[config.mk]
export PLATFORM = sky130hd
export DESIGN_NAME = direct_mapped_tlb_translate
export DESIGN_NICKNAME = d
export VERILOG_FILES = /design/src/rtl/dmtlb_pkg.sv /design/src/rtl/dmtlb_ram.sv /design/src/rtl/dmtlb_ctrl.sv /design/src/rtl/dmtlb_dpath.sv /design/src/rtl/direct_mapped_tlb_translate.sv
export SDC_FILE = /design/constraint.sdc
export NUM_CORES = 1
export LEC_CHECK = 0
export BUFFER_PORTS_ARGS = -buffer_cell sky130_fd_sc_hd__buf_2
export CAP_MARGIN = 40
export CORE_MARGIN = 2
export CORE_UTILIZATION = 55
export DETAILED_ROUTE_END_ITERATION = 10
export PLACE_DENSITY_LB_ADDON = 0.05
export SYNTH_ARGS = -nofsm -noshare
export SYNTH_HDL_FRONTEND = slang
export SYNTH_HIERARCHICAL = 1
export SYNTH_SLANG_ARGS = --single-unit
[constraint.sdc]
create_clock -name clock -period 5.86 [get_ports clock]
set_input_delay 0.879 -clock clock [delete_from_list [all_inputs] [get_ports clock]]
set_output_delay 0.879 -clock clock [all_outputs]
set_load 0.005 [all_outputs]
[src/rtl/dmtlb_pkg.sv]
// ----------------------------------------------------------------------------
// Direct-mapped TLB package
// Field widths, defaults, codes and the controller/datapath interface types.
// ----------------------------------------------------------------------------
package dmtlb_pkg;

   localparam int VA_W         = 32;
   localparam int FRAME_W      = 20;
   localparam int SLOT_W       = 4;
   localparam int CYCLES_W     = 16;
   localparam int COUNT_W      = 32;
   localparam int REQ_TDATA_W  = 56;
   localparam int RSP_TDATA_W  = 112;
   localparam int RSP_TUSER_W  = 2;

   localparam int TLB_SLOTS_DEF   = 8;
   localparam int TABLE_PAGES_DEF = 16;
   localparam int OFFSET_BITS_DEF = 12;

   localparam logic [CYCLES_W-1:0] WALK_RESET = 16'd100;
   localparam logic [FRAME_W-1:0]  FRAME_BASE = 20'h00100;
   localparam logic [CYCLES_W-1:0] HIT_CYCLES = 16'd1;

   // Request kinds carried on req_tuser.
   localparam logic ACTION_TRANSLATE = 1'b0;
   localparam logic ACTION_LOAD      = 1'b1;

   // Commands from the controller to the datapath.
   typedef struct packed {
      logic sweep;    // write one reset entry of the page table
      logic accept;   // capture the request on the input channel
      logic divide;   // form the page-number reciprocal product
      logic lookup;   // finish the slot index and read both memories
      logic finish;   // resolve hit/miss/fault and load the result register
   } cmd_type;

   // Status from the datapath to the controller.
   typedef struct packed {
      logic sweep_done;   // the last page table entry is being written
      logic out_free;     // the result register can take a new result
   } sts_type;

endpackage

[src/rtl/dmtlb_ram.sv]
// ----------------------------------------------------------------------------
// Generic RAM
// One write port and one read port with a registered, enabled read.
// ----------------------------------------------------------------------------
module dmtlb_ram #(
   parameter int WIDTH = 8,
   parameter int DEPTH = 16,
   localparam int AW   = (DEPTH > 1) ? $clog2(DEPTH) : 1
) (
   input  logic             clock,
   input  logic             wr_en,
   input  logic [AW-1:0]    wr_addr,
   input  logic [WIDTH-1:0] wr_data,
   input  logic             rd_en,
   input  logic [AW-1:0]    rd_addr,
   output logic [WIDTH-1:0] rd_data
);

   logic [WIDTH-1:0] mem_ff [DEPTH];
   logic [WIDTH-1:0] rd_data_ff;

   always_ff @(posedge clock) begin
      if (wr_en) begin
         mem_ff[wr_addr] <= wr_data;
      end
      if (rd_en) begin
         rd_data_ff <= mem_ff[rd_addr];
      end
   end

   assign rd_data = rd_data_ff;

endmodule

[src/rtl/dmtlb_ctrl.sv]
// ----------------------------------------------------------------------------
// Direct-mapped TLB controller
// Sequences the reset sweep and the four steps of one request.
// ----------------------------------------------------------------------------
module dmtlb_ctrl
   import dmtlb_pkg::*;
(
   input  logic    clock,
   input  logic    reset,
   input  logic    req_valid,
   output logic    req_ready,
   input  sts_type sts,
   output cmd_type cmd
);

   typedef enum logic [2:0] {
      ST_INIT,
      ST_IDLE,
      ST_DIVIDE,
      ST_LOOKUP,
      ST_EVAL
   } state_type;

   state_type state_ff;
   state_type state_in;

   always_comb begin
      state_in = state_ff;
      cmd      = '0;
      case (state_ff)
         ST_INIT: begin
            cmd.sweep = 1'b1;
            if (sts.sweep_done) begin
               state_in = ST_IDLE;
            end
         end
         ST_IDLE: begin
            if (req_valid) begin
               cmd.accept = 1'b1;
               state_in   = ST_DIVIDE;
            end
         end
         ST_DIVIDE: begin
            cmd.divide = 1'b1;
            state_in   = ST_LOOKUP;
         end
         ST_LOOKUP: begin
            cmd.lookup = 1'b1;
            state_in   = ST_EVAL;
         end
         ST_EVAL: begin
            if (sts.out_free) begin
               cmd.finish = 1'b1;
               state_in   = ST_IDLE;
            end
         end
         default: begin
            state_in = ST_INIT;
         end
      endcase
   end

   always_ff @(posedge clock) begin
      if (reset) begin
         state_ff <= ST_INIT;
      end else begin
         state_ff <= state_in;
      end
   end

   assign req_ready = (state_ff == ST_IDLE);

endmodule

[src/rtl/dmtlb_dpath.sv]
// ----------------------------------------------------------------------------
// Direct-mapped TLB datapath
// Slot index arithmetic, TLB and page table memories, counters and result.
// ----------------------------------------------------------------------------
module dmtlb_dpath
   import dmtlb_pkg::*;
#(
   parameter int TLB_SLOTS   = TLB_SLOTS_DEF,
   parameter int TABLE_PAGES = TABLE_PAGES_DEF,
   parameter int OFFSET_BITS = OFFSET_BITS_DEF
) (
   input  logic                clock,
   input  logic                reset,
   input  cmd_type             cmd,
   output sts_type             sts,
   input  logic                req_action,
   input  logic [VA_W-1:0]     req_virtual_address,
   input  logic [SLOT_W-1:0]   req_table_slot,
   input  logic [FRAME_W-1:0]  req_table_frame,
   input  logic                csr_wr_en,
   input  logic [CYCLES_W-1:0] csr_wr_data,
   input  logic                rsp_ready,
   output logic                rsp_valid,
   output logic [VA_W-1:0]     rsp_physical_address,
   output logic                rsp_hit,
   output logic                rsp_fault,
   output logic [CYCLES_W-1:0] rsp_charged_cycles,
   output logic [COUNT_W-1:0]  rsp_hit_total,
   output logic [COUNT_W-1:0]  rsp_miss_total
);

   localparam int PAGE_W   = VA_W - OFFSET_BITS;
   localparam int IDX_W    = $clog2(TLB_SLOTS);
   localparam int TP_AW    = (TABLE_PAGES > 1) ? $clog2(TABLE_PAGES) : 1;
   localparam int K        = PAGE_W + IDX_W;
   localparam int RECIP_W  = PAGE_W + 1;
   localparam int PROD_W   = PAGE_W + RECIP_W;
   localparam int Q_W      = PROD_W - K;
   localparam int REM_W    = PAGE_W + 2;
   localparam int TLB_W    = PAGE_W + FRAME_W;
   localparam int PA_WIDE  = FRAME_W + 16;
   localparam logic [RECIP_W-1:0] RECIP     = RECIP_W'((64'd1 << K) / TLB_SLOTS);
   localparam logic [REM_W-1:0]   SLOTS_REM = REM_W'(TLB_SLOTS);
   localparam logic [TP_AW-1:0]   LAST_PAGE = TP_AW'(TABLE_PAGES - 1);

   // Captured request.
   logic                action_ff;
   logic [VA_W-1:0]     va_ff;
   logic [PROD_W-1:0]   prod_ff;
   logic [IDX_W-1:0]    idx_ff;
   logic                in_table_ff;
   logic [TP_AW-1:0]    sweep_ff;
   logic [CYCLES_W-1:0] walk_latency_ff;
   logic [TLB_SLOTS-1:0] valid_ff;
   logic [COUNT_W-1:0]  hits_ff;
   logic [COUNT_W-1:0]  misses_ff;

   // Result register.
   logic                rsp_valid_ff;
   logic [VA_W-1:0]     pa_ff;
   logic                hit_ff;
   logic                fault_ff;
   logic [CYCLES_W-1:0] cycles_ff;

   logic [PAGE_W-1:0]   page;
   logic [Q_W-1:0]      quot;
   logic [REM_W-1:0]    rem_raw;
   logic [REM_W-1:0]    rem_fix;
   logic [IDX_W-1:0]    idx_in;

   logic                ft_wr_en;
   logic [TP_AW-1:0]    ft_wr_addr;
   logic [FRAME_W-1:0]  ft_wr_data;
   logic [FRAME_W-1:0]  ft_rd_data;
   logic [TLB_W-1:0]    tlb_rd_data;

   logic                is_hit;
   logic                is_miss;
   logic                is_fault;
   logic [FRAME_W-1:0]  frame_sel;
   logic [PA_WIDE-1:0]  pa_wide;

   assign page = va_ff[VA_W-1:OFFSET_BITS];

   // page mod TLB_SLOTS: the floor reciprocal leaves the quotient at most one
   // short, so one conditional subtract finishes the remainder.
   assign quot    = prod_ff[PROD_W-1:K];
   assign rem_raw = REM_W'(page) - REM_W'(quot * SLOTS_REM);
   assign rem_fix = (rem_raw >= SLOTS_REM) ? (rem_raw - SLOTS_REM) : rem_raw;
   assign idx_in  = rem_fix[IDX_W-1:0];

   // Page table writes come from the reset sweep or from a load request.
   always_comb begin
      if (cmd.sweep) begin
         ft_wr_en   = 1'b1;
         ft_wr_addr = sweep_ff;
         ft_wr_data = FRAME_W'(sweep_ff) + FRAME_BASE;
      end else begin
         ft_wr_en   = cmd.accept && (req_action == ACTION_LOAD)
                      && (32'(req_table_slot) < 32'(TABLE_PAGES));
         ft_wr_addr = TP_AW'(req_table_slot);
         ft_wr_data = req_table_frame;
      end
   end

   dmtlb_ram #(
      .WIDTH (FRAME_W),
      .DEPTH (TABLE_PAGES)
   ) u_frame_table (
      .clock   (clock),
      .wr_en   (ft_wr_en),
      .wr_addr (ft_wr_addr),
      .wr_data (ft_wr_data),
      .rd_en   (cmd.lookup),
      .rd_addr (TP_AW'(page)),
      .rd_data (ft_rd_data)
   );

   dmtlb_ram #(
      .WIDTH (TLB_W),
      .DEPTH (TLB_SLOTS)
   ) u_tlb (
      .clock   (clock),
      .wr_en   (cmd.finish && is_miss),
      .wr_addr (idx_ff),
      .wr_data ({page, ft_rd_data}),
      .rd_en   (cmd.lookup),
      .rd_addr (idx_in),
      .rd_data (tlb_rd_data)
   );

   assign is_hit   = (action_ff == ACTION_TRANSLATE) && valid_ff[idx_ff]
                     && (tlb_rd_data[TLB_W-1:FRAME_W] == page);
   assign is_miss  = (action_ff == ACTION_TRANSLATE) && !is_hit && in_table_ff;
   assign is_fault = (action_ff == ACTION_TRANSLATE) && !is_hit && !in_table_ff;
   assign frame_sel = is_hit ? tlb_rd_data[FRAME_W-1:0] : ft_rd_data;
   assign pa_wide   = PA_WIDE'({frame_sel, va_ff[OFFSET_BITS-1:0]});

   always_ff @(posedge clock) begin
      if (reset) begin
         sweep_ff        <= '0;
         walk_latency_ff <= WALK_RESET;
         valid_ff        <= '0;
         hits_ff         <= '0;
         misses_ff       <= '0;
         rsp_valid_ff    <= 1'b0;
      end else begin
         if (cmd.sweep && (sweep_ff != LAST_PAGE)) begin
            sweep_ff <= sweep_ff + 1'b1;
         end
         if (csr_wr_en) begin
            walk_latency_ff <= csr_wr_data;
         end
         if (cmd.finish) begin
            rsp_valid_ff <= 1'b1;
            if (is_hit && (hits_ff != '1)) begin
               hits_ff <= hits_ff + 1'b1;
            end
            if (is_miss) begin
               valid_ff[idx_ff] <= 1'b1;
               if (misses_ff != '1) begin
                  misses_ff <= misses_ff + 1'b1;
               end
            end
         end else if (rsp_ready) begin
            rsp_valid_ff <= 1'b0;
         end
      end
   end

   always_ff @(posedge clock) begin
      if (cmd.accept) begin
         action_ff <= req_action;
         va_ff     <= req_virtual_address;
      end
      if (cmd.divide) begin
         prod_ff <= PROD_W'(page) * PROD_W'(RECIP);
      end
      if (cmd.lookup) begin
         idx_ff      <= idx_in;
         in_table_ff <= (32'(page) < 32'(TABLE_PAGES));
      end
      if (cmd.finish) begin
         hit_ff    <= is_hit;
         fault_ff  <= is_fault;
         pa_ff     <= (is_hit || is_miss) ? pa_wide[VA_W-1:0] : '0;
         cycles_ff <= is_hit ? HIT_CYCLES : (is_miss ? walk_latency_ff : '0);
      end
   end

   assign sts.sweep_done = (sweep_ff == LAST_PAGE);
   assign sts.out_free   = !rsp_valid_ff || rsp_ready;

   assign rsp_valid            = rsp_valid_ff;
   assign rsp_physical_address = pa_ff;
   assign rsp_hit              = hit_ff;
   assign rsp_fault            = fault_ff;
   assign rsp_charged_cycles   = cycles_ff;
   assign rsp_hit_total        = hits_ff;
   assign rsp_miss_total       = misses_ff;

endmodule

[src/rtl/direct_mapped_tlb_translate.sv]
// A request is accepted, then passes through the reciprocal multiply, the memory read
// and the evaluate step before the next request is accepted; a stalled result holds
// the evaluate step until the result register frees.
// Reset: synchronous; the page table is then swept to its reset contents with
// req_tready low. The CSR port is live during the sweep.
// ----------------------------------------------------------------------------
// Direct-mapped TLB translator
// Translates virtual addresses through a direct-mapped TLB backed by a
// single-level page table, and loads page table entries.
// ----------------------------------------------------------------------------
module direct_mapped_tlb_translate
   import dmtlb_pkg::*;
#(
   parameter int TLB_SLOTS   = TLB_SLOTS_DEF,
   parameter int TABLE_PAGES = TABLE_PAGES_DEF,
   parameter int OFFSET_BITS = OFFSET_BITS_DEF
) (
   input  logic                   clock,
   input  logic                   reset,
   // Request channel.
   input  logic                   req_tvalid,
   output logic                   req_tready,
   // [31:0] virtual_address, [35:32] table_slot, [55:36] table_frame
   input  logic [REQ_TDATA_W-1:0] req_tdata,
   // [0] action
   input  logic                   req_tuser,
   // Result channel.
   output logic                   rsp_tvalid,
   input  logic                   rsp_tready,
   // [31:0] physical_address, [47:32] charged_cycles, [79:48] hit_total,
   // [111:80] miss_total
   output logic [RSP_TDATA_W-1:0] rsp_tdata,
   // [0] hit, [1] fault
   output logic [RSP_TUSER_W-1:0] rsp_tuser,
   // Walk latency register.
   input  logic                   csr_wr_en,
   input  logic [CYCLES_W-1:0]    csr_wr_data
);

   cmd_type             cmd;
   sts_type             sts;

   logic [VA_W-1:0]     physical_address;
   logic                hit;
   logic                fault;
   logic [CYCLES_W-1:0] charged_cycles;
   logic [COUNT_W-1:0]  hit_total;
   logic [COUNT_W-1:0]  miss_total;

   // The controller steps each request through the datapath one at a time.
   // It stays in its sweep state after reset until the page table holds
   // its reset contents.
   dmtlb_ctrl u_ctrl (
      .clock     (clock),
      .reset     (reset),
      .req_valid (req_tvalid),
      .req_ready (req_tready),
      .sts       (sts),
      .cmd       (cmd)
   );

   // The datapath owns the data registers and both memories. The result register
   // separates the two channels, so a waiting result never blocks the next
   // request from being accepted.
   dmtlb_dpath #(
      .TLB_SLOTS   (TLB_SLOTS),
      .TABLE_PAGES (TABLE_PAGES),
      .OFFSET_BITS (OFFSET_BITS)
   ) u_dpath (
      .clock                (clock),
      .reset                (reset),
      .cmd                  (cmd),
      .sts                  (sts),
      .req_action           (req_tuser),
      .req_virtual_address  (req_tdata[31:0]),
      .req_table_slot       (req_tdata[35:32]),
      .req_table_frame      (req_tdata[55:36]),
      .csr_wr_en            (csr_wr_en),
      .csr_wr_data          (csr_wr_data),
      .rsp_ready            (rsp_tready),
      .rsp_valid            (rsp_tvalid),
      .rsp_physical_address (physical_address),
      .rsp_hit              (hit),
      .rsp_fault            (fault),
      .rsp_charged_cycles   (charged_cycles),
      .rsp_hit_total        (hit_total),
      .rsp_miss_total       (miss_total)
   );

   // Pack the result fields, first field in the lowest bits.
   assign rsp_tdata = {miss_total, hit_total, charged_cycles, physical_address};
   assign rsp_tuser = {fault, hit};

endmodule

* After elaboration in Yosys (flattened, before gate mapping)
Memories as Yosys holds them, arrays and structs flattened. A register that Yosys moved wholly into a read port is not among the register bits. Index checks and enable logic that the tools add are counted.
Storage, ports and cells: bits in writable memories 640, flip-flop bits (word level) 203, output and inout bits 116, logic and storage cells 93, memories kept 2, input port bits 78
Cells by class: reduce and logical (&&, ||, !) cells 22, equality and inequality tests 12, muxes and demuxes 27, add/subtract/negate cells 6, magnitude comparators 4, bitwise logic cells 3
Memories:
- u_dpath.u_frame_table.mem_ff | words 16, bits a word 20, rd ports 1, clocked after memory_dff 1, wr ports 1, RTL line dmtlb_ram.sv:19 | logic [WIDTH-1:0] mem_ff [DEPTH];
- u_dpath.u_tlb.mem_ff | words 8, bits a word 40, rd ports 1, clocked after memory_dff 1, wr ports 1, RTL line dmtlb_ram.sv:19
Operator list (count):
- adder 32 x 1 -> 32 bit, second input constant | 2
- inequality test 32 bit, second input constant | 2
- 2-to-1 mux 20 bit | 2
- greater-or-equal comparator 22 x 4 -> 1 bit, second input constant | 1
- subtractor 20 x 20 -> 21 bit | 1
- equality test 20 bit | 1
- < comparator 20 x 5 -> 1 bit, second input constant | 1
- 2-to-1 mux 1 bit | 17
- case mux 3 bit (5 select lines) | 1
- 2-to-1 mux 3 bit | 4
- adder 4 x 9 -> 10 bit, second input constant | 1
- logical AND 1 bit | 10
- OR 8 bit | 1
- equality test 3 x 2 -> 1 bit, second input constant | 2
- inequality test 2 bit, second input constant | 3
- AND reduction 3 bit | 2
- adder 4 x 1 -> 4 bit, second input constant | 1
- equality test 4 bit, second input constant | 1
- < comparator 3 x 4 -> 1 bit, second input constant | 1
- 2-to-1 mux 4 bit | 1
- inequality test 4 bit, second input constant | 1
- AND reduction 2 bit | 2
- binary-select mux 1 bit (select 3 bit) | 1
- demux 1 bit (select 3 bit) | 1
- 10 further kinds | 14

* Logic depth before layout (Yosys ltp)
word-level depth 10, depth in mapped cells 10, depth with buffers taken out 8

* By module
The synthesis kept the hierarchy.
By module, submodules not included:
- dmtlb_ram (u_dpath.u_tlb) | cells each 515, seq. area each 10810.4 µm², times used 1, area each 13571.8 µm²
- dmtlb_ram (u_dpath.u_frame_table) | cells each 533, seq. area each 10209.8 µm², times used 1, area each 12731.0 µm²
- dmtlb_dpath | cells each 759, seq. area each 4474.3 µm², times used 1, area each 7913.8 µm²
- dmtlb_ctrl | cells each 18, seq. area each 60.1 µm², times used 1, area each 166.4 µm²
- direct_mapped_tlb_translate | cells each 2, seq. area each 0.0 µm², times used 1, area each 15.0 µm²

* Worst setup path after synthesis
OpenSTA, ideal clock, no wires.
path type in2reg, start point in rsp_tready, end point mem u_dpath/u_tlb/mem_ff[0][0] (netlist bit), enable pin, library setup time 0.487 ns, arrival time 5.581 ns, slack -0.208 ns, stages 6, buffers on the path 0, cells stage by stage nand2b_1 -> and4bb_2 -> nand2_1 -> nor2_1 -> nand2b_1 -> nor3_1
RTL lines:
- start, declared | RTL line direct_mapped_tlb_translate.sv:29 | input logic rsp_tready,
- end, declared | RTL line dmtlb_ram.sv:19

* Worst setup path after layout
start point reg u_dpath.idx_ff[0], end point mem u_dpath/u_tlb/mem_ff[1][18] (netlist bit), enable pin
Between the ends: word-level cells in the longest chain between the ends 10
RTL lines:
- start, declared | RTL line dmtlb_dpath.sv:50 | logic [IDX_W-1:0] idx_ff;
- start signal, assigned | RTL line dmtlb_dpath.sv:180 | idx_ff <= idx_in;
- binary-select mux 1 bit (select 3 bit) | RTL line dmtlb_dpath.sv:132 | assign is_hit = (action_ff == ACTION_TRANSLATE) && valid_ff[idx_ff]
- 2-to-1 mux 1 bit (implied by the code) | RTL line dmtlb_dpath.sv:132
- logical AND 1 bit | RTL line dmtlb_dpath.sv:132
- logical AND 1 bit | RTL line dmtlb_dpath.sv:133 | && (tlb_rd_data[TLB_W-1:FRAME_W] == page);
- zero test 1 bit | RTL line dmtlb_dpath.sv:134 | assign is_miss = (action_ff == ACTION_TRANSLATE) && !is_hit && in_table_ff;
- logical AND 1 bit (2 in series) | RTL line dmtlb_dpath.sv:134
- logical AND 1 bit | RTL line dmtlb_dpath.sv:124 | .wr_en (cmd.finish && is_miss),
- 2-to-1 mux 1 bit | RTL line dmtlb_ram.sv:23 | if (wr_en) begin
- 2-to-1 mux 1 bit (implied by the code) | RTL line dmtlb_ram.sv:24 | mem_ff[wr_addr] <= wr_data;
Parallel ways exist; a longest one is shown, timed or not. The select of a mux whose other input is x is not followed.

==> metrics.md <==
| Metric | Value |
|---|---|
| Die W | `254 um` |
| WHS Path Cells | `1` |
| Hold WS | `434 ps` |
| Antenna Violating Nets Remaining | `0` |
| Die Footprint | `0.0646 mm2` |
| CTS clk-pin slew, worst paths | `60 ps` |
| RSZ-0062 raised after global routing | `false` |
| Hpwl dp | `43900 um` |
| Crit. Startpoint | `u_dpath/idx_ff[0]$_DFFE_PP_` |
| Pre-Repair DR Iteration Count | `5` |
| Syn nets | `1908` |
| Switching power | `2.38 mW` |
| H-tree depth | `3` |
| All-Layer GR Usage | `0.232` |
| First-pass GRT wire length | `111000 um` |
| YS warnings | `6` |
| Dominant cell by count in the synthesized netlist | `edfxtp_1` |
| Final #Nets | `2166` |
| Seq cells post-synth | `883` |
| Reg-to-reg slack, setup | `1910 ps` |
| Post-synth cell types | `57` |
| Post-CTS setup buffers | `0` |
| CP Launch Type | `flip-flop` |
| Final setup margin | `1910 ps` |
| # hold bufs at CTS | `0` |
| Final non-filler cell total | `2997` |
| CP Class | `reg2reg` |
| Longest Clk Path Bufs | `3` |
| Sequential area share after synthesis | `0.743` |
| Synth cell count leaders | `edfxtp_1 (787), nor2_1 (115), dfxtp_1 (96), mux4_1 (96), nand2_1 (90)` |
| Crit-path slowest cell | `edfxtp_1` |
| Achievable Freq | `253 MHz` |
| Hold Startpoint | `req_tdata[25]` |
| Hold Path Sink | `u_dpath/va_ff[25]$_DFFE_PP_` |
| Reg2reg end | `u_dpath/u_tlb/mem_ff[1][18]$_DFFE_PP_` |
| GR Overflow Total | `0` |
| Vias per cell | `5.89` |
| Critical Path RT | `6120 ps` |
| Synth Cell Area | `0.0344 mm2` |
| # IOs | `194` |
| Vias in the first global route | `17900` |
| Reg2Reg Depth | `8` |
| Final Hold Fails | `0` |
| Switching share of power | `0.189` |
| P_leak | `13.6 nW` |
| CP Capture Type | `flip-flop` |
| Status | `finished clean` |
| Routed len/inst | `24.6 um` |
| Final min period | `3950 ps` |
| Syn Inst Count | `1827` |
| Post_cts resized | `0` |
| Gp weighted congestion | `0.765` |
| Combinational share of power | `0.013` |
| Maximum vdd drop | `0.000256 V` |
| Max-cap viol count | `0` |
| CP peak stage delay | `730 ps` |
| Clock Root Buffer | `clkbuf_16` |
| Placed Area | `0.0367 mm2` |
| Prevailing post-synth register cell | `edfxtp_1` |
| Die H | `254 um` |
| Layout Skew | `20.9 ps` |
| CTS Buf Count | `89` |
| Layout cells sized above 1 | `0.249` |
| Slew headroom | `0.340` |
| Rows | `91` |
| Initial Utilization | `0.556` |
| Final wirelength | `73700 um` |
| TritonCTS clock tree | `yes` |
| CORE AREA | `0.0618 mm2` |
| Layout Area Growth over Synthesis | `15.3%` |
| Synth async-reset ratio | `0` |
| Core utilization of the finished layout | `0.641` |
| R2r startpoint | `u_dpath/idx_ff[0]$_DFFE_PP_` |
| CTS Sinks | `883` |
| Cell Int Power | `10.2 mW` |
| Synth top area share | `0.687` |
| Clock latency on the worst-skew pair | `630 ps` |
| Number of flops mapped to enable cells by yosys | `787` |
| Power Density | `317 mW/mm2` |
| Final Power | `12.6 mW` |
| # DRC | `0` |
| Synth area leaders | `edfxtp_1 (69%), mux4_1 (7.3%), dfxtp_1 (5.6%)` |
| Port Buffer Count | `193` |
| Antenna violations before repair | `4` |
| Setup TNS | `0 ps` |
| Worst path cell trace | `mux2_1, a22o_1, a211o_1, and4_2, nor2_1, nand2b_1, nor2_4, buf_4` |
| CP Data Arrival Time | `4210 ps` |
| Hold WC Path Type | `in2reg` |
| Pre-CTS setup slack | `1900 ps` |
| Actual slew at the worst max-slew pin | `979 ps` |
| Via count | `17700` |
| Flop pwr share | `0.545` |
| Post-synth top area cell | `edfxtp_1` |
| Max FO, Critical Path | `28` |
| Placed Cells | `2827` |
| Synthesized area per cell | `18.8 um2` |
| Final period util | `0.674` |
| Finished Cell Area | `0.0397 mm2` |
| Largest net degree at the start of global routing | `130` |
| Clock Power Share | `0.442` |
| Initial drt markers | `1239` |
| Max Slew Vio Count | `0` |
| Final setup vio count | `0` |
==> flip-flops by register name, summed over array words and instances, names as in the netlist, 3 cells and up <==
name,cells
u_dpath/u_frame_table/mem_ff,320
u_dpath/u_tlb/mem_ff,320
u_dpath/u_tlb/rd_data,40
u_dpath/rsp_hit_total,32
u_dpath/rsp_miss_total,32
u_dpath/rsp_physical_address,32
u_dpath/va_ff,32
u_dpath/u_frame_table/rd_data,20
u_dpath/rsp_charged_cycles,16
u_dpath/walk_latency_ff,16
u_dpath/valid_ff,8
u_dpath/sweep_ff,4
u_ctrl/state_ff,3
u_dpath/idx_ff,3
==> routing by layer <==
layer / wire length (um) / GRT usage / up-vias
met4: 1290 / 0.0593 / 2
met1: 31800 / 0.329 / 9128
met5: 12 / 0 / -
li1: - / - / 7875
met3: 3930 / 0.0334 / 94
met2: 36700 / 0.385 / 566
==> final cells by class <==
cell class,instances,area (um2)
Antenna cell,1,2.50
Clock buffer,128,2550
Clock inverter,37,328
Fill cell,4287,22200
Inverter,14,52.6
Multi-Input combinational cell,842,8470
Sequential cell,883,25600
Tap cell,837,1050
Timing Repair Buffer,255,1660
==> cell usage in the layout (no fill, tap or decap), drive strengths merged, types with 10 or more instances in the layout <==
master	count
a21oi	16
a22oi	40
and3	22
and4	14
buf	255
clkbuf	128
clkinv	27
dfxtp	96
edfxtp	787
inv	16
mux2	42
mux2i	14
mux4	160
nand2	90
nand2b	10
nand3	51
nand4	33
nor2	115
nor2b	36
nor3	38
nor4	21
o21ai	13
xnor2	57
xor2	21
==> worst max-delay path: cells and delay by family (launching register included) <==
| kind | cells | cell delay (ps) |
|---|---|---|
| and+or+nand+nor | 4 | 1430 |
| muxes | 1 | 390 |
| AOI/OAI and AO/OA | 2 | 470 |
| buffers and inverters | 1 | 510 |
| DFF | 1 | 730 |
==> logic make-up after synthesis <==
kind of cell,after synthesis,share of synthesized area
compound gates,87,0.0175
simple gates,458,0.0697
fa+ha+maj,3,0.00109
xor+xnor,78,0.0199
mux,216,0.133
flops,883,0.743
buf+inv,102,0.0158
==> power by group through the flow <==
stage                     Sequential (mW)  Clock, mW  Combinational, mW
after floorplan                      6.98          0             0.0787
after global placement               6.98          0              0.149
after detailed placement             6.98          0              0.159
after CTS                            6.85       5.65              0.159
after global routing                 6.85       5.88              0.173
final                                6.85       5.55              0.161
==> how the worst max path moves through the flow <==
stage	to	slack, ps	depth (start not counted)
global route	u_dpath/u_tlb/mem_ff[1][18]$_DFFE_PP_	1690	8
finish	u_dpath/u_tlb/mem_ff[1][18]$_DFFE_PP_	1910	8
global placement	u_dpath/u_tlb/mem_ff[4][10]$_DFFE_PP_	1730	8
detailed placement	u_dpath/u_frame_table/mem_ff[0][5]$_DFFE_PP_	1900	7
floorplan	u_dpath/u_tlb/mem_ff[2][0]$_DFFE_PP_	860	6
CTS	u_dpath/u_tlb/mem_ff[1][10]$_DFFE_PP_	1910	8
No activity file was read; power rests on OpenSTA's default activity.
